`src/sv/assert_macros.svh`:
```
// Assertion helpers shared by the RTL files.
// Each user module provides clk and rst_n.
`ifndef ASSERT_MACROS_SVH
`define ASSERT_MACROS_SVH

// Checked only while the block is out of reset.
`define PDMA_ASSERT(label, prop) \
    label: assert property (@(posedge clk) disable iff (!rst_n) prop) \
        else $error("pdma assertion failed");

// Checked at every clock edge, reset included.
`define PDMA_ASSERT_RST(label, prop) \
    label: assert property (@(posedge clk) prop) \
        else $error("pdma reset assertion failed");

`endif

```
`src/sv/pdma_pkg.sv`:
```
`timescale 1ns / 1ps
`default_nettype none

package pdma_pkg;

    localparam int RAW_W = 24;
    localparam int SAMPLE_W = 17;
    localparam int MBAR_W = 18;
    localparam int DEPTH_W = 25;

    localparam int WINDOW_DEF = 10;

    // Pressure code to mbar: truncating division of the magnitude by 100.
    localparam int PRES_DIV = 100;
    localparam int PRES_SHIFT = 30;
    localparam logic [RAW_W-1:0] PRES_RECIP =
        RAW_W'(((64'd1 << PRES_SHIFT) + 64'(PRES_DIV) - 64'd1) / 64'(PRES_DIV));

    // Depth scale: floor(diff * 25600 / 98) = floor(diff * 12800 / 49).
    localparam int DEPTH_NUM = 12800;
    localparam int DEPTH_DEN = 49;
    localparam int DEPTH_SHIFT = 23;
    localparam int DEPTH_RECIP_W = 32;
    localparam logic [DEPTH_RECIP_W-1:0] DEPTH_RECIP =
        DEPTH_RECIP_W'(((64'(DEPTH_NUM) << DEPTH_SHIFT) + 64'(DEPTH_DEN) - 64'd1)
                       / 64'(DEPTH_DEN));

    typedef struct packed {
        logic signed [MBAR_W-1:0] mbar;
        logic signed [RAW_W-1:0]  temp;
    } pdma_meta_t;

endpackage

`default_nettype wire

```
`src/sv/pdma_window.sv`:
```
`timescale 1ns / 1ps
`default_nettype none

`include "assert_macros.svh"

module pdma_window
    import pdma_pkg::*;
#(
    parameter int WINDOW = WINDOW_DEF,
    localparam int SUM_W = SAMPLE_W + $clog2(WINDOW)
)
(
    input  logic                clk,
    input  logic                rst_n,
    input  logic                up_valid,
    output logic                up_load,
    input  pdma_meta_t          up_meta,
    input  logic [SAMPLE_W-1:0] up_sample,
    input  logic                dn_load,
    output logic                dn_valid,
    output pdma_meta_t          dn_meta,
    output logic [SUM_W-1:0]    dn_sum
);

    logic [SAMPLE_W-1:0] win_reg [WINDOW];
    logic [SUM_W-1:0]    sum_reg;
    logic [SUM_W-1:0]    sum_next;
    logic                valid_reg;
    pdma_meta_t          meta_reg;
    logic                load;
    logic                take;

    assign load = !valid_reg || dn_load;
    assign take = load && up_valid;
    assign up_load = load;

    // The oldest sample leaves the sum as the newest one enters.
    assign sum_next = sum_reg - SUM_W'(win_reg[0]) + SUM_W'(up_sample);

    always_ff @(posedge clk or negedge rst_n)
    begin
        if (!rst_n)
        begin
            valid_reg <= 1'b0;
            sum_reg <= '0;
            for (int i = 0; i < WINDOW; i++)
            begin
                win_reg[i] <= '0;
            end
        end
        else
        begin
            if (load)
            begin
                valid_reg <= up_valid;
            end
            if (take)
            begin
                for (int i = 0; i < WINDOW - 1; i++)
                begin
                    win_reg[i] <= win_reg[i+1];
                end
                win_reg[WINDOW-1] <= up_sample;
                sum_reg <= sum_next;
            end
        end
    end

    always_ff @(posedge clk)
    begin
        if (load)
        begin
            meta_reg <= up_meta;
        end
    end

    assign dn_valid = valid_reg;
    assign dn_meta = meta_reg;
    assign dn_sum = sum_reg;

    `PDMA_ASSERT(a_sum_moves_only_on_request, !take |=> $stable(sum_reg))

endmodule

`default_nettype wire

```
`config.mk`:
```
export PLATFORM = sky130hd
export DESIGN_NAME = pdma_window
export DESIGN_NICKNAME = d
export VERILOG_FILES = /design/src/sv/pdma_pkg.sv /design/src/sv/pdma_window.sv
export VERILOG_INCLUDE_DIRS = /design/src /design/src/sv
export SDC_FILE = /design/constraint.sdc
export NUM_CORES = 1
export LEC_CHECK = 0
export BUFFER_PORTS_ARGS = -buffer_cell sky130_fd_sc_hd__buf_2
export CAP_MARGIN = 20
export CORE_MARGIN = 1
export CORE_UTILIZATION = 39
export DETAILED_ROUTE_END_ITERATION = 10
export HOLD_SLACK_MARGIN = 0.03
export PLACE_DENSITY = 0.67
export SKIP_CTS_REPAIR_TIMING = 1
export SLEW_MARGIN = 20
export SYNTH_ARGS = -nofsm -noshare
export SYNTH_HDL_FRONTEND = slang
export SYNTH_SLANG_ARGS = --single-unit
```
`constraint.sdc`:
```
create_clock -name clk -period 7.7 [get_ports clk]
set_clock_uncertainty 0.2 [all_clocks]
set_input_delay 1.54 -clock clk [delete_from_list [all_inputs] [get_ports clk]]
set_output_delay 1.54 -clock clk [all_outputs]
set_load 0.02 [all_outputs]
```
==> results.toml, run 1 <==
[finish]
nets = 942
design_area_mm2 = 0.0118
largest_reg_flops = 170
syn2layout_area_growth_pct = 18.5
layout_commonest_cell = "dfrtp_1"
n_fill_cell = 2256
num_antenna_cells = 0
final_cell_mix = "dfrtp_1, mux2_2, buf_2"
regArea_mm2 = 0.00607
multiInputGateArea_mm2 = 0.00341
drive_above_1_share_pct = 38.2

[power_and_ir_drop]
p_switching_w = 0.00182
power_density_mw_per_mm2 = 448
swShare_pct = 34.6
pwr-share-clk_pct = 23.7
comb_power_share_pct = 39.7
ir_drop_mv = 0.325
p_leak_nw = 5.56
seqPwrFrac_pct = 36.6
power_w = 0.00526
intPower_w = 0.00344

[sta]
setup_viol = 0
max_freq_ghz = 0.240
whs_ns = 0.275
period_needed_ns = 4.17
finalCritPeriodShare_pct = 54.1
rsz0062_at_grt = "false"
slew_headroom_pct = 32.0
tns_ns = 0
hold_viol = 0
drv_slew = 0
tightestPinTransition_ns = 1.02

[worst_setup_path]
endpoint_kind = "primary output"
rr_endpoint = "dn_sum[16]"
r2r_cells = 11
required_ns = 5.96
r2r_start = "dn_sum[2]"
start_kind = "input pin"
r2r_slack_ns = 4.58
critPathKind = "input pin to primary output"
cp_common_cell = "buf_2"
slowest_stage = "buf_4"
crit_path_cell_trace = "buf_2 -> nand2b_2 -> buf_4 -> buf_2"
arrival_ns = 2.43
path_max_fanout = 45
cp_slowest_stage_delay_ns = 0.43

[detailed_routing]
detail_route.wl_per_cell_um = 13.4
drt_iter0_drc = 286
vias = 5521
wl_mm = 15.9
avgViaCountPerCell = 4.64
drc = 0
first_pass_iters = 4
antenna_left = 0

[floorplan]
die_area_mm2 = 0.0261
core_region_area_mm2 = 0.0250
die-width_um = 162
std_cell_rows = 58
ios = 128
start_util_pct = 39.6
die_y_um = 162

[logic_synthesis]
syn-num-nets = 811
ys_warn_count = 0
syn_area_mm2 = 0.00992
synth_cell_type_count = 47
synthCells = 710
seq_area_frac_synth_pct = 61.1
synth_edf_count = 42
ys.flop_type = "dfrtp_1"
syn_area_per_cell_um2 = 14.0
ys_ff_latch = 234
async_flop_share_pct = 82.1

[placement]
io_buffers = 127
gp_congestion = 0.811
placed_area_mm2 = 0.0109
dp_hpwl_mm = 10.7

[hold_path]
hold_depth = 1
whs_endpoint = "dn_sum[20]"
holdCritPathClass = "flop to flop"
min_from = "dn_sum[20]"

[cts]
clk_path_buf_depth = 3
cts-root-buf = "clkbuf_16"
insertion_delay_ns = 0.53
htreeDepth = 1
cts_buffers = 26
clk_pin_slew_ns = 0.06
cts_tree = "done"
clock-sinks = 234

[flow_run]
cap_violations = 0

[grt]
grt_first_pass_wirelength_mm = 27.3
grt_overflow = 0
grt_max_degree = 194
track_usage_pct = 12.7
antenna_found_initial = 0
grt_pass1_vias = 5398

[run_status]
status = "complete, no violations"
==> cell type report <==
| cell class | count | share of cell area (%) |
|---|---|---|
| Clock buffer | 35 | 6.49 |
| Timing Repair Buffer | 131 | 5.84 |
| Inverter | 75 | 2.39 |
| Clock inverter | 13 | 1.17 |
| Tap cell | 330 | 3.51 |
| Sequential cell | 234 | 51.6 |
| Multi-Input combinational cell | 373 | 29.0 |
==> Yosys cell counts, types with 3 or more instances <==
master    instances  area, µm²
inv_1            75        282
edfxtp_1         42       1260
nor2_1           11       41.3
dfrtp_1         192       4800
buf_2            17       85.1
and3_1            3       18.8
xor2_1            7       61.3
o21bai_1          4       30.0
ha_1             21        263
mux2_1           13        146
xnor2_1          11       96.3
o21ai_0          29        145
nand2b_1          3       18.8
a31oi_1           5       31.3
fa_1             17        340
clkbuf_1          6       22.5
nand2_1          44        165
a21oi_1          16       80.1
a21o_1            8       60.1
mux2_2          142       1600
a211oi_1          3       22.5
o21ai_1          12       60.1
==> metrics by stage <==
stage / worst slack, ns / cells / util, %
3_5_place_dp: 3.26 / 1143 / 43.4
3_3_place_gp: 3.31 / 1143 / 43.4
5_1_grt: 3.43 / 1191 / 47.0
4_1_cts: 3.52 / 1191 / 47.0
2_1_floorplan: 3.20 / 710 / -
6_report: 3.53 / 1191 / 47.0
==> how the worst max path moves through the flow <==
| stage | start | end | slack, ns |
|---|---|---|---|
| finish | dn_load | up_load | 3.53 |
| global route | dn_load | up_load | 3.43 |
| CTS | dn_load | up_load | 3.52 |
| detailed placement | up_sample[4] | dn_sum[16] | 3.26 |
| global placement | up_sample[2] | dn_sum[16] | 3.31 |
| floorplan | dn_load | up_load | 3.20 |
==> power groups by stage <==
| stage | sequential [W] | clock [W] | combinational (W) |
|---|---|---|---|
| floorplan | 0.00196 | 0 | 0.00162 |
| global placement | 0.00194 | 0 | 0.00206 |
| global route | 0.00199 | 0.00133 | 0.00237 |
| CTS | 0.00193 | 0.00129 | 0.00211 |
| finish | 0.00193 | 0.00125 | 0.00209 |
| detailed placement | 0.00195 | 0 | 0.00209 |
==> metal layers <==
metal,share of wire (%),vias up,GRT usage [%]
li1,-,2687,-
met1,48,2656,18.6
met2,44,150,18.9
met3,5.9,28,2.49
met4,2.6,0,3.90
met5,0,-,0
==> critical path: cells and delay by family <==
| family | cells | cell delay (ns) |
|---|---|---|
| buffers and inverters | 3 | 0.76 |
| AND/OR/NAND/NOR | 1 | 0.09 |
==> logic make-up (layout without fill, tap and decap cells) <==
| logic type | count (synthesis) | in the layout | synth area share [%] |
|---|---|---|---|
| fa+ha+maj | 38 | 38 | 6.08 |
| simple gates | 68 | 68 | 2.95 |
| buf+inv | 103 | 254 | 4.64 |
| flops | 234 | 234 | 61.1 |
| compound gates | 92 | 92 | 5.84 |
| xor+xnor | 18 | 18 | 1.59 |
| mux | 157 | 157 | 17.8 |
Power figures use the tool's default switching activity.
==> inputs of run 2 (changes only) <==
--- a/config.mk
+++ b/config.mk
@@ -12,7 +12,7 @@
 export CORE_UTILIZATION = 39
 export DETAILED_ROUTE_END_ITERATION = 10
 export HOLD_SLACK_MARGIN = 0.03
-export PLACE_DENSITY = 0.67
+export PLACE_DENSITY = 0.69
 export SKIP_CTS_REPAIR_TIMING = 1
 export SLEW_MARGIN = 20
 export SYNTH_ARGS = -nofsm -noshare
==> constraint.sdc (replaced) <==
create_clock -name clk -period 3.8 [get_ports clk]
set_clock_uncertainty 0.2 [all_clocks]
set_input_delay 0.76 -clock clk [delete_from_list [all_inputs] [get_ports clk]]
set_output_delay 0.76 -clock clk [all_outputs]
set_load 0.02 [all_outputs]
==> run 2 against run 1 <==
Against the previous run:
- combinational power rose by 100%
- largest cell class unchanged
- worst setup slack got worse by 2.9 ns
- clock power grew 81%
- sequential share of layout area is 0.39 points higher
- via count is essentially flat
- critical path depth up 7
- clock-buffer cell count increased by 2
==> results.toml, run 2 (synthesized netlist as in run 1, its figures left out) <==
[run_status]
status = "complete, no violations"

[detailed_routing]
detail_route.wl_per_cell_um = 13.6
drc = 0
drt_iter0_drc = 329
wl_mm = 16.1
avgViaCountPerCell = 4.64
first_pass_iters = 4
antenna_left = 0
vias = 5518

[worst_setup_path]
start_kind = "flop"
cp_slowest_stage_delay_ns = 0.50
slowest_stage = "fa_1"
rr_endpoint = "dn_sum[16]"
path_max_fanout = 4
required_ns = 4.01
critical_path.top_delay_family = "compound AO/OA/AOI/OAI gates"
r2r_start = "dn_sum[2]"
crit_path_cell_trace = "inv_1 -> fa_1 -> inv_1 -> ha_1 -> nor2b_1 -> o2111ai_1 -> a21oi_1 -> a311o_2 -> a311oi_2 -> xor2_1 -> o21ai_1"
path_buf_inv = 2
endpoint_kind = "flop"
r2r_cells = 11
arrival_ns = 3.37
critPathKind = "flop to flop"
cp_common_cell = "inv_1"
r2r_slack_ns = 0.63

[floorplan]
core_region_area_mm2 = 0.0250
ios = 128
die_area_mm2 = 0.0261
start_util_pct = 39.6
die-width_um = 162
std_cell_rows = 58
die_y_um = 162

[cts]
cts_buffers = 25
clk_path_buf_depth = 3
htreeDepth = 1
insertion_delay_ns = 0.53
clk_pin_slew_ns = 0.06
cts_tree = "done"
cts-root-buf = "clkbuf_16"
clock-sinks = 234

[flow_run]
cap_violations = 0

[power_and_ir_drop]
ir_drop_mv = 0.622
p_leak_nw = 5.50
power_density_mw_per_mm2 = 895
power_w = 0.0104

[finish]
nets = 943
syn2layout_area_growth_pct = 17.6
final_cell_mix = "dfrtp_1, mux2_2, buf_2"
drive_above_1_share_pct = 37.4
num_antenna_cells = 0
final_util_pct = 46.6
n_fill_cell = 2270
fin_cells = 1188
layout_commonest_cell = "dfrtp_1"
largest_reg_flops = 170

[grt]
track_usage_pct = 12.7
antenna_found_initial = 0
grt_pass1_vias = 5580
grt_first_pass_wirelength_mm = 27.1
grt_overflow = 0
grt_max_degree = 87

[sta]
finalCritPeriodShare_pct = 83.3
max_freq_ghz = 0.316
hold_viol = 0
setup_viol = 0
slew_headroom_pct = 59.3
tightestPinTransition_ns = 0.611
drv_slew = 0
tns_ns = 0
period_needed_ns = 3.17
rsz0062_at_grt = "false"

[placement]
gp_congestion = 0.780
dp_hpwl_mm = 10.9
dp.cells = 1145
io_buffers = 127

[hold_path]
holdCritPathClass = "input pin to asynchronous set/reset pin"
[run 2: cell count changes in the layout (fill, tap and decap cells not counted), moves of 2 or more]
cell        delta
clkinvlp_4     +3
bufinv_16      -2
clkinv_2       -6
buf_12         +2
clkbuf_16      -2
clkbuf_1       +5
clkinv_4       -2
[run 2: where the power goes]
| part | total [W] | internal (W) | switching (W) |
|---|---|---|---|
| Clock | 0.00226 | 0.00131 | 0.000951 |
| Sequential | 0.00390 | 0.00344 | 0.000462 |
| Combinational | 0.00428 | 0.00199 | 0.00229 |
| Total | 0.0104 | 0.00674 | 0.00370 |
[run 2: cell type report]
type                    instances  area (µm²)  share of cell area, %
clock inverters                 6        53.8                  0.461
multi-input cells             373        3410                   29.2
flip-flops and latches        234        6070                   52.0
repair buffers                133         727                   6.23
inverters                      75         282                   2.41
well taps                     330         413                   3.54
clock buffers                  37         718                   6.16
[run 2: worst max path at each step]
stage                       startpoint      endpoint  slack, ns  cells after the start
after global placement    up_sample[2]    dn_sum[16]       0.20                     12
after floorplan                dn_load  win_reg[153]       0.44                      6
after CTS                    dn_sum[2]    dn_sum[16]       0.63                     11
final                        dn_sum[2]    dn_sum[16]       0.63                     11
after detailed placement  up_sample[4]    dn_sum[16]       0.15                     12
after global routing         dn_sum[2]    dn_sum[16]       0.49                     11
[run 2: stage by stage]
step | setup slack (ns) | cell area (µm²) | hold WS (ns)
6_report | 0.634 | 11700 | 0.0330
5_1_grt | 0.490 | 11700 | 0.0942
2_1_floorplan | 0.436 | 9920 | 0.245
4_1_cts | 0.632 | 11700 | 0.0528
3_5_place_dp | 0.152 | 10900 | 0.267
3_3_place_gp | 0.201 | 10900 | 0.258
[run 2: metal layers]
| metal | vias up | share of wire, % | routed length, µm | global-route usage [%] |
|---|---|---|---|---|
| met5 | - | 0 | 0 | 0 |
| met4 | 0 | 3.3 | 529 | 4.42 |
| met3 | 29 | 5.5 | 891 | 2.41 |
| met2 | 144 | 44 | 7070 | 20.4 |
| met1 | 2643 | 47 | 7650 | 17.2 |
| li1 | 2702 | - | - | - |
