### src/sv/assert_macros.svh
// Assertion helpers shared by the RTL files.
// Each user module provides clk and rst_n.
`ifndef ASSERT_MACROS_SVH
`define ASSERT_MACROS_SVH

// Checked only while the block is out of reset.
`define PDMA_ASSERT(label, prop) \
    label: assert property (@(posedge clk) disable iff (!rst_n) prop) \
        else $error("pdma assertion failed");

// Checked at every clock edge, reset included.
`define PDMA_ASSERT_RST(label, prop) \
    label: assert property (@(posedge clk) prop) \
        else $error("pdma reset assertion failed");

`endif

### src/sv/pdma_pkg.sv
`timescale 1ns / 1ps
`default_nettype none

package pdma_pkg;

    localparam int RAW_W = 24;
    localparam int SAMPLE_W = 17;
    localparam int MBAR_W = 18;
    localparam int DEPTH_W = 25;

    localparam int WINDOW_DEF = 10;

    // Pressure code to mbar: truncating division of the magnitude by 100.
    localparam int PRES_DIV = 100;
    localparam int PRES_SHIFT = 30;
    localparam logic [RAW_W-1:0] PRES_RECIP =
        RAW_W'(((64'd1 << PRES_SHIFT) + 64'(PRES_DIV) - 64'd1) / 64'(PRES_DIV));

    // Depth scale: floor(diff * 25600 / 98) = floor(diff * 12800 / 49).
    localparam int DEPTH_NUM = 12800;
    localparam int DEPTH_DEN = 49;
    localparam int DEPTH_SHIFT = 23;
    localparam int DEPTH_RECIP_W = 32;
    localparam logic [DEPTH_RECIP_W-1:0] DEPTH_RECIP =
        DEPTH_RECIP_W'(((64'(DEPTH_NUM) << DEPTH_SHIFT) + 64'(DEPTH_DEN) - 64'd1)
                       / 64'(DEPTH_DEN));

    typedef struct packed {
        logic signed [MBAR_W-1:0] mbar;
        logic signed [RAW_W-1:0]  temp;
    } pdma_meta_t;

endpackage

`default_nettype wire

### src/sv/pdma_mbar.sv
`timescale 1ns / 1ps
`default_nettype none

`include "assert_macros.svh"

module pdma_mbar
    import pdma_pkg::*;
(
    input  logic                    clk,
    input  logic                    rst_n,
    input  logic                    up_valid,
    output logic                    up_load,
    input  logic signed [RAW_W-1:0] pressure_raw,
    input  logic signed [RAW_W-1:0] temperature_raw,
    input  logic                    dn_load,
    output logic                    dn_valid,
    output pdma_meta_t              dn_meta,
    output logic [SAMPLE_W-1:0]     dn_sample
);

    localparam int PROD_W = 2 * RAW_W;

    logic                    v0_reg;
    logic signed [RAW_W-1:0] p0_reg;
    logic signed [RAW_W-1:0] t0_reg;
    logic                    v1_reg;
    logic [PROD_W-1:0]       prod1_reg;
    logic                    neg1_reg;
    logic signed [RAW_W-1:0] t1_reg;
    logic                    v2_reg;
    pdma_meta_t              meta2_reg;
    logic [SAMPLE_W-1:0]     sample2_reg;

    logic                    load0;
    logic                    load1;
    logic                    load2;
    logic                    neg0;
    logic [RAW_W-1:0]        mag0;
    logic [PROD_W-1:0]       prod1_next;
    logic [SAMPLE_W-1:0]     quot1;
    logic [MBAR_W-1:0]       quot1_ext;
    logic [MBAR_W-1:0]       mbar2_next;
    logic [SAMPLE_W-1:0]     sample2_next;

    assign load2 = !v2_reg || dn_load;
    assign load1 = !v1_reg || load2;
    assign load0 = !v0_reg || load1;
    assign up_load = load0;

    assign neg0 = p0_reg[RAW_W-1];
    assign mag0 = neg0 ? RAW_W'(-p0_reg) : RAW_W'(p0_reg);
    assign prod1_next = PROD_W'(mag0) * PROD_W'(PRES_RECIP);

    assign quot1 = prod1_reg[PRES_SHIFT +: SAMPLE_W];
    assign quot1_ext = {1'b0, quot1};
    assign mbar2_next = neg1_reg ? (~quot1_ext + MBAR_W'(1)) : quot1_ext;
    assign sample2_next = neg1_reg ? '0 : quot1;

    always_ff @(posedge clk or negedge rst_n)
    begin
        if (!rst_n)
        begin
            v0_reg <= 1'b0;
            v1_reg <= 1'b0;
            v2_reg <= 1'b0;
        end
        else
        begin
            if (load0)
            begin
                v0_reg <= up_valid;
            end
            if (load1)
            begin
                v1_reg <= v0_reg;
            end
            if (load2)
            begin
                v2_reg <= v1_reg;
            end
        end
    end

    always_ff @(posedge clk)
    begin
        if (load0)
        begin
            p0_reg <= pressure_raw;
            t0_reg <= temperature_raw;
        end
        if (load1)
        begin
            prod1_reg <= prod1_next;
            neg1_reg <= neg0;
            t1_reg <= t0_reg;
        end
        if (load2)
        begin
            meta2_reg.mbar <= mbar2_next;
            meta2_reg.temp <= t1_reg;
            sample2_reg <= sample2_next;
        end
    end

    assign dn_valid = v2_reg;
    assign dn_meta = meta2_reg;
    assign dn_sample = sample2_reg;

    `PDMA_ASSERT(a_sample_not_negative, (v2_reg && sample2_reg != '0) |-> !meta2_reg.mbar[MBAR_W-1])

endmodule

`default_nettype wire

### config.mk
export PLATFORM = sky130hd
export DESIGN_NAME = pdma_mbar
export DESIGN_NICKNAME = d
export VERILOG_FILES = /design/src/sv/pdma_pkg.sv /design/src/sv/pdma_mbar.sv
export VERILOG_INCLUDE_DIRS = /design/src /design/src/sv
export SDC_FILE = /design/constraint.sdc
export NUM_CORES = 1
export LEC_CHECK = 0
export BUFFER_PORTS_ARGS = -buffer_cell sky130_fd_sc_hd__buf_4
export CORE_ASPECT_RATIO = 0.6
export CORE_MARGIN = 4
export CORE_UTILIZATION = 54
export CTS_CLUSTER_DIAMETER = 120
export DETAILED_ROUTE_END_ITERATION = 10
export GPL_ROUTABILITY_DRIVEN = 0
export PLACE_DENSITY = 0.7
export SLEW_MARGIN = 10
export SYNTH_ARGS = -nofsm -noshare
export SYNTH_HDL_FRONTEND = slang
export SYNTH_SLANG_ARGS = --single-unit
### constraint.sdc
create_clock -name clk -period 9.15 [get_ports clk]
set_clock_uncertainty 0.1 [all_clocks]
set_input_delay 1.3725 -clock clk [delete_from_list [all_inputs] [get_ports clk]]
set_output_delay 1.3725 -clock clk [all_outputs]
set_load 0.01 [all_outputs]
==> run summary, run 1 <==
SETUP PATH
-----------------------------------------------------------------------------------------------
Maximum cell stage delay along the critical path .................................       540 ps
Crit path buffers/inverters ......................................................            6
Cell with the most instances on the worst path ...................................         fa_1
Critical path peak fanout ........................................................            6
Crit path DAT ....................................................................      8840 ps
Critical register-to-register path endpoint ...................................... prod1_reg[40]$_DFFE_PP_
Kind of end point of the critical path ...........................................         flop
Delay-heaviest family, CP ........................................................  adder cells
Slowest library cell on the worst path ...........................................         fa_1
Data required time of the worst path .............................................      9220 ps
Cell count of the worst reg-to-reg path ..........................................           28
Worst setup slack for register-to-register paths .................................       370 ps
Type of origin of the critical path ..............................................         flop
Source of the worst register-to-register timing path ............................. p0_reg[3]$_DFFE_PP_
Start-to-end type of the worst setup path ........................................ flop to flop

CLOCK NETWORK
-----------------------------------------------------------------------------------------------
# H-tree levels ..................................................................            4
Clock tree from TritonCTS ........................................................         done
Worst-case clock buffer depth ....................................................            2
Clock net sink count .............................................................          152
Clk_lat worst skew ...............................................................       430 ps
Num CTS Buffers ..................................................................           17
Clock input transition at the sequential cells of the worst setup and hold paths .        60 ps
Clock root cell ..................................................................    clkbuf_16

LAYOUT
-----------------------------------------------------------------------------------------------
End-of-flow core utilization .....................................................        63.4%
Sequential cell area .............................................................  0.00455 mm²
Nets .............................................................................        2,134
Number of flip-flops under the largest register name .............................           42
Non-Filler Cell Area, Final ......................................................   0.0185 mm²
Multi-input gate area in the final layout ........................................  0.00998 mm²
Antenna cell count ...............................................................            0
Filler instances .................................................................        2,359
Fraction of final layout cells sized beyond drive strength 1 .....................        13.2%
Synth-to-layout area growth ......................................................        13.8%

STATUS
-----------------------------------------------------------------------------------------------
Result of the run ................................................................ finished, final reports clean

ROUTE
-----------------------------------------------------------------------------------------------
Final antenna-violating net count ................................................            0
Drt first pass iters .............................................................            7
Number of DRC markers in iteration 0 .............................................          897
Average routed wire per standard cell ............................................      18.7 µm
Total via count in the routed design .............................................       10,281
Post-DR vias/cell ................................................................         5.09
Drt drc ..........................................................................            0
Routed wire length ...............................................................    37,700 µm

SYNTH
-----------------------------------------------------------------------------------------------
Mean instance size in the synthesized netlist ....................................     11.3 µm²
Portion of the post-synthesis area used by sequential elements ...................        28.0%
Count of distinct cell types in the synthesized netlist ..........................           66
Number of enable-type register cells in the synthesized netlist ..................          149
Most used flip-flop cell after synthesis .........................................     edfxtp_1
Async set-or-reset flop fraction in the synthesized netlist ......................        1.97%
Netlist area before placement ....................................................   0.0163 mm²
Synthesis-stage register bit count ...............................................          152
Cell type with the highest aggregate area in the netlist .........................     edfxtp_1
Share of Yosys cell area claimed by the top area cell type .......................        27.5%
Largest cells by area after synthesis ............................................ edfxtp_1 28%, fa_1 27%, ha_1 20%
Post-synthesis instance total ....................................................        1,443
Warnings from Yosys ..............................................................            0
Syn_nets .........................................................................        1,969

PLACEMENT
-----------------------------------------------------------------------------------------------
Total placed instance area .......................................................   0.0179 mm²
Quantity of I/O buffers inserted on ports ........................................          112
HPWL after detailed placement ....................................................    33,000 µm

HOLD PATH
-----------------------------------------------------------------------------------------------
Worst Hold End ................................................................... dn_meta[20]$_DFFE_PP_
Worst hold path class ............................................................ flop to flop
Hold depth .......................................................................            0
Critical hold path startpoint .................................................... t1_reg[20]$_DFFE_PP_

FLOORPLANNING
-----------------------------------------------------------------------------------------------
Area of the core region ..........................................................   0.0292 mm²
Area enclosed by the die boundary ................................................   0.0331 mm²
Std-Cell Rows ....................................................................           48
Top-level port count .............................................................          113
Effective utilization at floorplan ...............................................        55.7%
Height of the chip ...............................................................       142 µm
Die Width ........................................................................       232 µm

TIMING
-----------------------------------------------------------------------------------------------
Final count of hold timing violations ............................................            0
Count of endpoints failing setup in the final report .............................            0
Transition at the pin with the smallest max-transition slack .....................      1030 ps
Share of the cycle needed by the critical path after routing .....................        95.9%
Aggregate negative setup slack ...................................................         0 ps
Highest attainable clock frequency ...............................................      114 MHz
Rel. slew slack ..................................................................        31.3%
Minimum clock period .............................................................      8780 ps
RSZ-0062 raised after global routing .............................................        false
Number of pins exceeding their max-slew limit in the final report ................            0

GRT
-----------------------------------------------------------------------------------------------
Global-route wire length before repair ...........................................    60,400 µm
Initial antenna violation count ..................................................            0
Maximum number of pins on one net before global-route repair .....................           61
Total gr overflow ................................................................            0
Overall routing resource usage ...................................................        24.2%
Number of global-route vias before repair ........................................       10,864

RUN
-----------------------------------------------------------------------------------------------
Number of max-capacitance violations reported ....................................            0

-- cell usage after synthesis (all sizes together), types with 2 or more instances --
master  instances
a21oi          25
o22ai           2
o21bai          4
a211oi          4
o221ai          3
o31ai          13
nor4            3
a221oi          3
and4            2
nand2b         13
and2            2
clkbuf          5
o41a            2
a31oi           2
nand2          22
nor3           11
xor2           22
xnor2          63
and3            3
or3             9
or2             3
nor2           38
nor2b          18
o21ai          21
dfrtp           3
nand3           8
o41ai           4
o21a            2
inv           466
o311ai          2
or4             4
edfxtp        149
nand4           5
fa            217
a21o           14
buf             2
ha            257
-- worst max-delay path by stage --
stage / start / to / slack [ps] / depth (start not counted)
after floorplan: p0_reg[4]$_DFFE_PP_ / prod1_reg[46]$_DFFE_PP_ / 730 / 26
after global placement: p0_reg[4]$_DFFE_PP_ / prod1_reg[39]$_DFFE_PP_ / 340 / 28
after detailed placement: p0_reg[3]$_DFFE_PP_ / prod1_reg[46]$_DFFE_PP_ / 90 / 27
after CTS: p0_reg[3]$_DFFE_PP_ / prod1_reg[46]$_DFFE_PP_ / 80 / 27
after global routing: p0_reg[3]$_DFFE_PP_ / prod1_reg[40]$_DFFE_PP_ / 10 / 28
final: p0_reg[3]$_DFFE_PP_ / prod1_reg[40]$_DFFE_PP_ / 370 / 28
-- cells by family (layout without fill, tap and decap cells) --
kind of cell / count (synthesis) / after routing / share of synthesized area (%)
adders and majority gates: 474 / 474 / 46.5
and+or+nand+nor: 145 / 145 / 4.85
muxes: 1 / 1 / 0.0615
xor gates and xnor gates: 85 / 85 / 4.85
AOI/OAI and AO/OA: 112 / 112 / 4.84
DFF: 152 / 152 / 28.0
buffers and inverters: 474 / 651 / 10.9
-- per-layer routing --
layer  GRT usage [%]  vias to the layer above  wire, µm
li1                -                     4859         -
met2            32.4                      372     14700
met1            37.8                     5025     18200
met4            3.58                        0       219
met3            9.52                       25      4580
met5               0                        -         0
-- per-stage QoR --
stage | cells | setup WS [ps] | hold WS, ps
floorplan | 1443 | 728 | 300
global placement | 1987 | 338 | 300
detailed placement | 1987 | 90.9 | 305
CTS | 2018 | 77.8 | 320
global route | 2020 | 14.9 | 324
finish | 2020 | 373 | 318
-- layout by cell type (no fill, tap or decap), drive strengths merged, types with 5 or more instances in the layout --
cell,netlist,routed
buf,2,153
o31ai,13,13
xnor2,63,63
fa,217,217
nor3,11,11
a21o,14,14
or3,9,9
inv,466,474
clkinv,1,7
clkbuf,5,17
a21oi,25,25
nor2b,18,18
nand2,22,22
edfxtp,149,149
nand3,8,8
nor2,38,38
o21ai,21,21
nand4,5,5
nand2b,13,13
ha,257,257
xor2,22,22
-- worst reg2reg max path, delay by kind of cell (launching register included) --
family	cells	cell delay (ps)
fa+ha+maj	8	3800
compound gates	8	1800
simple gates	4	1450
buf+inv	6	590
flops	1	480
xor+xnor	2	320
-- layout make-up --
| type | count | area share (%) |
|---|---|---|
| Tap cell | 400 | 2.70 |
| Inverter | 467 | 9.47 |
| Timing Repair Buffer | 153 | 6.21 |
| Clock buffer | 17 | 2.30 |
| Multi-Input combinational cell | 817 | 53.9 |
| Sequential cell | 152 | 24.6 |
| Clock inverter | 14 | 0.825 |
-- what timing repair did --
item | 4_1_cts | 5_1_grt
hold buffers | 0 | 0
buffers inserted | 0 | 2
resized for setup | 0 | 8
endpoints found under the setup margin | 0 | 10
Power of run 1 is left out: the tool's default activity adds up to more than one toggle a clock period on the data nets, which glitch-free logic cannot reach.
==> run 2: changes to the inputs <==
BUFFER_PORTS_ARGS = unset   (was -buffer_cell sky130_fd_sc_hd__buf_4)
DONT_BUFFER_PORTS = 1   (was unset)
PLACE_DENSITY = 0.67   (was 0.7)
==> run 2 against run 1 <==
Net effect: sequential share of layout area grew 1.1 points; maximum frequency grew 0.54%; critical path depth shrank 1; worst setup slack gained 47 ps; register-to-register slack gained 50 ps; largest cell class unchanged; die area is the same; count of clock-buffer cells in the layout is the same; wire length shrank 3.0%.
==> run summary, run 2 (synthesized netlist as in run 1, its figures left out) <==
HOLD PATH
-----------------------------------------------------------------------------------------------
Critical hold path startpoint .................................................... t0_reg[5]$_DFFE_PP_
Worst hold path class ............................................................ flop to flop
Worst Hold End ................................................................... t1_reg[5]$_DFFE_PP_
Hold depth .......................................................................            0   unchanged

SETUP PATH
-----------------------------------------------------------------------------------------------
Source of the worst register-to-register timing path ............................. p0_reg[3]$_DFFE_PP_
Cell count of the worst reg-to-reg path ..........................................           27   -3.6%
Data required time of the worst path .............................................      9230 ps   about the same
Critical path peak fanout ........................................................            6   unchanged
Worst setup slack for register-to-register paths .................................       420 ps   +50 ps
Crit path DAT ....................................................................      8810 ps   -30 ps
Critical register-to-register path endpoint ...................................... prod1_reg[40]$_DFFE_PP_
Kind of end point of the critical path ...........................................         flop
Type of origin of the critical path ..............................................         flop
Start-to-end type of the worst setup path ........................................ flop to flop

GRT
-----------------------------------------------------------------------------------------------
Overall routing resource usage ...................................................        23.1%   -1.1 points
Global-route wire length before repair ...........................................    57,500 µm   -4.9%
Initial antenna violation count ..................................................            1   +1
Total gr overflow ................................................................            0   unchanged
Number of global-route vias before repair ........................................       10,353   -4.7%
Maximum number of pins on one net before global-route repair .....................           48   -21%

CLOCK NETWORK
-----------------------------------------------------------------------------------------------
Clock net sink count .............................................................          152   unchanged
Hold-fix buffers, CTS ............................................................            0   unchanged
Worst-case clock buffer depth ....................................................            2   unchanged
# H-tree levels ..................................................................            4   unchanged
Clk_lat worst skew ...............................................................       440 ps   about the same
Num CTS Buffers ..................................................................           17   unchanged
Clock root cell ..................................................................    clkbuf_16
Clock input transition at the sequential cells of the worst setup and hold paths .        70 ps   about the same
Clock tree from TritonCTS ........................................................         done

RUN
-----------------------------------------------------------------------------------------------
Number of max-capacitance violations reported ....................................            0   unchanged

FLOORPLANNING
-----------------------------------------------------------------------------------------------
Std-Cell Rows ....................................................................           48   unchanged
Area of the core region ..........................................................   0.0292 mm²   unchanged
Effective utilization at floorplan ...............................................        55.7%   unchanged
Top-level port count .............................................................          113   unchanged
Height of the chip ...............................................................       142 µm   unchanged
Area enclosed by the die boundary ................................................   0.0331 mm²   unchanged
Die Width ........................................................................       232 µm   unchanged

STATUS
-----------------------------------------------------------------------------------------------
Result of the run ................................................................ finished, final reports clean

TIMING
-----------------------------------------------------------------------------------------------
Count of endpoints failing setup in the final report .............................            0   unchanged
Highest attainable clock frequency ...............................................      115 MHz   +0.54%
RSZ-0062 raised after global routing .............................................        false
Minimum clock period .............................................................      8730 ps   -47.0 ps
Final count of hold timing violations ............................................            0   unchanged
Share of the cycle needed by the critical path after routing .....................        95.4%   -0.51 points
Aggregate negative setup slack ...................................................         0 ps   unchanged
Transition at the pin with the smallest max-transition slack .....................       857 ps   -171 ps
Number of pins exceeding their max-slew limit in the final report ................            0   unchanged
Rel. slew slack ..................................................................        42.5%   +11 points

LAYOUT
-----------------------------------------------------------------------------------------------
Nets .............................................................................        2,024   -5.2%
Most frequent standard cell in the layout excluding fill and tap cells ...........        inv_1
Top library cells by usage in the layout, fill and taps aside .................... 460 x inv_1, 257 x ha_1, 217 x fa_1, 149 x edfxtp_1, 62 x xnor2_1
Fraction of final layout cells sized beyond drive strength 1 .....................        6.95%   -6.3 points
Non-Filler Cell Area, Final ......................................................   0.0177 mm²   -4.2%
Number of flip-flops under the largest register name .............................           42   unchanged
Antenna cell count ...............................................................            0   unchanged
Synth-to-layout area growth ......................................................        9.06%

PLACEMENT
-----------------------------------------------------------------------------------------------
Total placed instance area .......................................................   0.0170 mm²   -4.7%
Quantity of I/O buffers inserted on ports ........................................            0   -100%
HPWL after detailed placement ....................................................    31,800 µm   -3.6%

ROUTE
-----------------------------------------------------------------------------------------------
Drt drc ..........................................................................            0   unchanged
Post-DR vias/cell ................................................................         5.12   +0.64%
Final antenna-violating net count ................................................            0   unchanged
Total via count in the routed design .............................................        9,788   -4.8%
Routed wire length ...............................................................    36,600 µm   -3.0%
Average routed wire per standard cell ............................................      19.1 µm   +2.5%
Drt first pass iters .............................................................            5   -2
Number of DRC markers in iteration 0 .............................................          679   -24%

## run 2: cell count changes in the layout (fill, tap and decap cells not counted), moves of 2 or more
cell / delta
clkinv_8: +4
inv_6: -3
clkinv_4: -2
buf_4: -110
## run 2: critical path: stages, from the launching register on
cell and delay [ps]:
edfxtp_1 490, or4_4 520, or3_4 350, or3_1 370
nand2b_1 240, o31ai_1 300, xnor2_1 230, ha_1 370
inv_1 60, fa_1 510, fa_1 510, inv_1 50
fa_1 460, fa_1 540, fa_1 590, inv_1 70
fa_1 530, inv_1 40, ha_1 330, and4_1 230
o2111a_1 230, nand4_1 130, o221ai_2 270, o21ai_2 160
buf_4 170, o31ai_1 380, o41ai_2 110, xnor2_1 120
## run 2: layer usage
| layer | GRT usage (%) | vias up | share of wire [%] |
|---|---|---|---|
| met5 | 1.70 | - | 0.25 |
| met3 | 10.3 | 27 | 11 |
| li1 | - | 4651 | - |
| met1 | 36.2 | 4763 | 50 |
| met2 | 29.7 | 343 | 37 |
| met4 | 3.43 | 4 | 0.80 |
## run 2: cell type report
class / count / area (µm²)
fill: 2393 / 11400
multi-input combinational: 817 / 9970
sequential: 152 / 4550
inverter: 467 / 1750
tap: 400 / 500
clock buffer: 17 / 425
timing repair buffer: 43 / 323
clock inverter: 15 / 220
## run 2: repair_timing
action / in CTS / in global routing
gates resized for setup: 0 / 7
endpoints found under the setup margin: 0 / 9
setup buffers: 0 / 5
## run 2: metrics by stage
stage	cells	util [%]	hold slack, ps	setup slack (ps)
after detailed placement	1874	58.3	305	57.4
after CTS	1906	60.5	318	32.6
final	1911	60.8	318	420
after floorplan	1443	-	300	728
after global routing	1911	60.8	321	17.3
after global placement	1874	58.3	300	254
## run 2: worst max path at each step
stage | from | end | slack, ps | cells past startpoint
after floorplan | p0_reg[4]$_DFFE_PP_ | prod1_reg[46]$_DFFE_PP_ | 730 | 26
after global placement | p0_reg[4]$_DFFE_PP_ | prod1_reg[46]$_DFFE_PP_ | 250 | 28
after detailed placement | p0_reg[3]$_DFFE_PP_ | prod1_reg[46]$_DFFE_PP_ | 60 | 27
after CTS | p0_reg[3]$_DFFE_PP_ | prod1_reg[46]$_DFFE_PP_ | 30 | 28
after global routing | p0_reg[3]$_DFFE_PP_ | prod1_reg[39]$_DFFE_PP_ | 20 | 27
final | p0_reg[3]$_DFFE_PP_ | prod1_reg[40]$_DFFE_PP_ | 420 | 27
Power of run 2 is left out for the same reason.
==> run 3: changes to the inputs <==
--- a/config.mk
+++ b/config.mk
@@ -9,4 +9,5 @@
 export CORE_ASPECT_RATIO = 0.6
-export CORE_MARGIN = 4
+export CORE_MARGIN = 2
 export CORE_UTILIZATION = 54
+export CTS_BUF_LIST = sky130_fd_sc_hd__clkbuf_16
 export CTS_CLUSTER_DIAMETER = 120
==> constraint.sdc (replaced) <==
create_clock -name clk -period 9.15 [get_ports clk]
set_clock_uncertainty 0.1 [all_clocks]
set_input_delay 0.4575 -clock clk [delete_from_list [all_inputs] [get_ports clk]]
set_output_delay 0.4575 -clock clk [all_outputs]
set_load 0.01 [all_outputs]
==> run 3 against run 2 <==
Net effect: sequential share of layout area down 0.68 points; die area fell by 4.5%; design area increased by 2.7%; worst setup slack got worse by 30 ps; cell count is 2.8% higher; hold slack got worse by 290 ps; maximum frequency fell by 0.35%; critical path depth unchanged; non-clock buffer count increased by 46.
==> run summary, run 3 (synthesized netlist as in run 1, its figures left out) <==
FLOORPLANNING
-----------------------------------------------------------------------------------------------
Std-Cell Rows ....................................................................           49   +2.1%
Height of the chip ...............................................................       138 µm   -2.8%
Top-level port count .............................................................          113   unchanged
Area of the core region ..........................................................   0.0298 mm²   +2.1%
Effective utilization at floorplan ...............................................        54.6%   -1.1 points
Die Width ........................................................................       228 µm   -1.7%
Area enclosed by the die boundary ................................................   0.0316 mm²   -4.5%

SETUP PATH
-----------------------------------------------------------------------------------------------
Start-to-end type of the worst setup path ........................................ flop to flop
Cell count of the worst reg-to-reg path ..........................................           27   unchanged
Type of origin of the critical path ..............................................         flop
Cell with the most instances on the worst path ...................................         fa_1
Data required time of the worst path .............................................      9210 ps   -20 ps
Source of the worst register-to-register timing path ............................. p0_reg[4]$_DFFE_PP_
Kind of end point of the critical path ...........................................         flop
Beginning of the critical path ................................................... p0_reg[4]$_DFFE_PP_
Delay-heaviest family, CP ........................................................  adder cells
Slowest library cell on the worst path ...........................................         fa_1
Logic depth of the worst setup path including buffers ............................           27   unchanged
Crit path buffers/inverters ......................................................            5   unchanged
Worst setup slack for register-to-register paths .................................       390 ps   -30 ps
Maximum cell stage delay along the critical path .................................       580 ps   about the same
CP endpoint ...................................................................... prod1_reg[46]$_DFFE_PP_
Critical path peak fanout ........................................................            6   unchanged
Critical register-to-register path endpoint ...................................... prod1_reg[46]$_DFFE_PP_
Crit path DAT ....................................................................      8820 ps   about the same

HOLD PATH
-----------------------------------------------------------------------------------------------
Worst hold path class ............................................................ primary input to flop

GRT
-----------------------------------------------------------------------------------------------
Overall routing resource usage ...................................................        23.8%   +0.69 points
Maximum number of pins on one net before global-route repair .....................           48   unchanged
Global-route wire length before repair ...........................................    56,600 µm   -1.5%
Number of global-route vias before repair ........................................       10,111   -2.3%
Total gr overflow ................................................................            0   unchanged
Initial antenna violation count ..................................................            1   unchanged
Met1 layer usage reported by global route ........................................        38.0%   +1.8 points
Busiest grt layer ................................................................         met1
Met3 GRT Util ....................................................................        9.45%   -0.83 points
Global-route track usage on met2 .................................................        30.6%   +0.90 points

ROUTE
-----------------------------------------------------------------------------------------------
Total via count in the routed design .............................................       10,105   +3.2%
Number of DRC markers in iteration 0 .............................................          700   +3.1%
Routed wire length ...............................................................    36,900 µm   +0.91%
Drt drc ..........................................................................            0   unchanged
Average routed wire per standard cell ............................................      18.8 µm   -1.9%
Post-DR vias/cell ................................................................         5.14   +0.40%
Drt first pass iters .............................................................            4   -1
Final antenna-violating net count ................................................            0   unchanged

LAYOUT
-----------------------------------------------------------------------------------------------
Layout Cells excl Fill ...........................................................        1,965   +2.8%
Number of flip-flops under the largest register name .............................           42   unchanged
Antenna cell count ...............................................................            0   unchanged
Fraction of final layout cells sized beyond drive strength 1 .....................        6.74%   -0.21 points
Synth-to-layout area growth ......................................................        12.1%
Top library cells by usage in the layout, fill and taps aside .................... 461 x inv_1, 257 x ha_1, 217 x fa_1, 149 x edfxtp_1, 62 x xnor2_1
Nets .............................................................................        2,070   +2.3%
Most frequent standard cell in the layout excluding fill and tap cells ...........        inv_1

TIMING
-----------------------------------------------------------------------------------------------
Count of endpoints failing setup in the final report .............................            0   unchanged
Minimum clock period .............................................................      8760 ps   +30.4 ps
Transition at the pin with the smallest max-transition slack .....................       820 ps   -37.6 ps
Share of the cycle needed by the critical path after routing .....................        95.7%   +0.33 points
Number of pins exceeding their max-slew limit in the final report ................            0   unchanged
Rel. slew slack ..................................................................        45.0%   +2.4 points
Final count of hold timing violations ............................................            0   unchanged
RSZ-0062 raised after global routing .............................................         true
Highest attainable clock frequency ...............................................      114 MHz   -0.35%

CLOCK NETWORK
-----------------------------------------------------------------------------------------------
Clock root cell ..................................................................    clkbuf_16
# H-tree levels ..................................................................            4   unchanged
Clock input transition at the sequential cells of the worst setup and hold paths .        70 ps   about the same
Worst-case clock buffer depth ....................................................            2   unchanged
Num CTS Buffers ..................................................................           17   unchanged
Clock tree from TritonCTS ........................................................         done
Clk_lat worst skew ...............................................................       430 ps   about the same
Clock net sink count .............................................................          152   unchanged

STATUS
-----------------------------------------------------------------------------------------------
Result of the run ................................................................ finished, final reports clean

RUN
-----------------------------------------------------------------------------------------------
Number of max-capacitance violations reported ....................................            0   unchanged

PLACEMENT
-----------------------------------------------------------------------------------------------
Number of instances in the placed design .........................................        1,884   +0.53%
Quantity of I/O buffers inserted on ports ........................................            0   unchanged
HPWL after detailed placement ....................................................    31,400 µm   -1.3%

==> run 3: cell count changes in the layout (fill, tap and decap cells not counted) <==
cell           change
inv_2              -1
buf_4              -1
dlygate4sd3_1     +47
a311oi_1           -1
o41ai_1            -1
a311oi_2           +1
o41ai_2            +1
inv_1              +1
==> run 3: worst min-delay path by stage <==
| stage | cells after the start | end | start |
|---|---|---|---|
| after floorplan | 0 | dn_valid$_DFFE_PN0P_ | rst_n |
| after CTS | 0 | t0_reg[3]$_DFFE_PP_ | temperature_raw[3] |
| final | 0 | p0_reg[20]$_DFFE_PP_ | pressure_raw[20] |
| after global routing | 0 | p0_reg[20]$_DFFE_PP_ | pressure_raw[20] |
| after detailed placement | 0 | v0_reg$_DFFE_PN0P_ | rst_n |
| after global placement | 0 | v0_reg$_DFFE_PN0P_ | rst_n |
==> run 3: final cells by class <==
class	instances	area, µm²
Fill cell	2382	11600
Tap cell	408	510
Inverter	467	1750
Clock inverter	15	220
Clock buffer	17	425
Timing Repair Buffer	89	786
Multi-Input combinational cell	817	9980
Sequential cell	152	4550
==> run 3: repair_timing <==
item	in CTS	in global routing
buffers inserted	0	2
hold buffers	7	40
endpoints found under the setup margin	0	11
resized for setup	0	8
hold endpoints to repair	9	40
==> run 3: metal layers <==
metal / wire length (µm) / vias to the layer above
met5: 86 / -
met4: 136 / 4
li1: - / 4742
met2: 14300 / 373
met3: 4090 / 18
met1: 18300 / 4968
==> run 3: worst reg2reg max path: cells and delay by family (launching register included) <==
family / cells / cell delay [ps]
fa+ha+maj: 8 / 3790
compound gates: 8 / 1900
simple gates: 4 / 1510
xor+xnor: 2 / 370
buf+inv: 5 / 390
flops: 1 / 460
==> run 3: through the flow <==
| step | cell area (µm²) | utilization (%) | hold WS (ps) | setup TNS, ps | worst slack [ps] |
|---|---|---|---|---|---|
| final | 18200 | 61.2 | 25.9 | 0 | 389 |
| after global routing | 18200 | 61.2 | -2.41 | -180 | -76.3 |
| after CTS | 17800 | 59.6 | 0.344 | 0 | 5.39 |
| after detailed placement | 17100 | 57.2 | 62.0 | 0 | 4.31 |
| after global placement | 17100 | 57.2 | 62.0 | 0 | 236 |
| after floorplan | 16300 | - | 61.9 | 0 | 728 |
Power of run 3 is left out for the same reason.
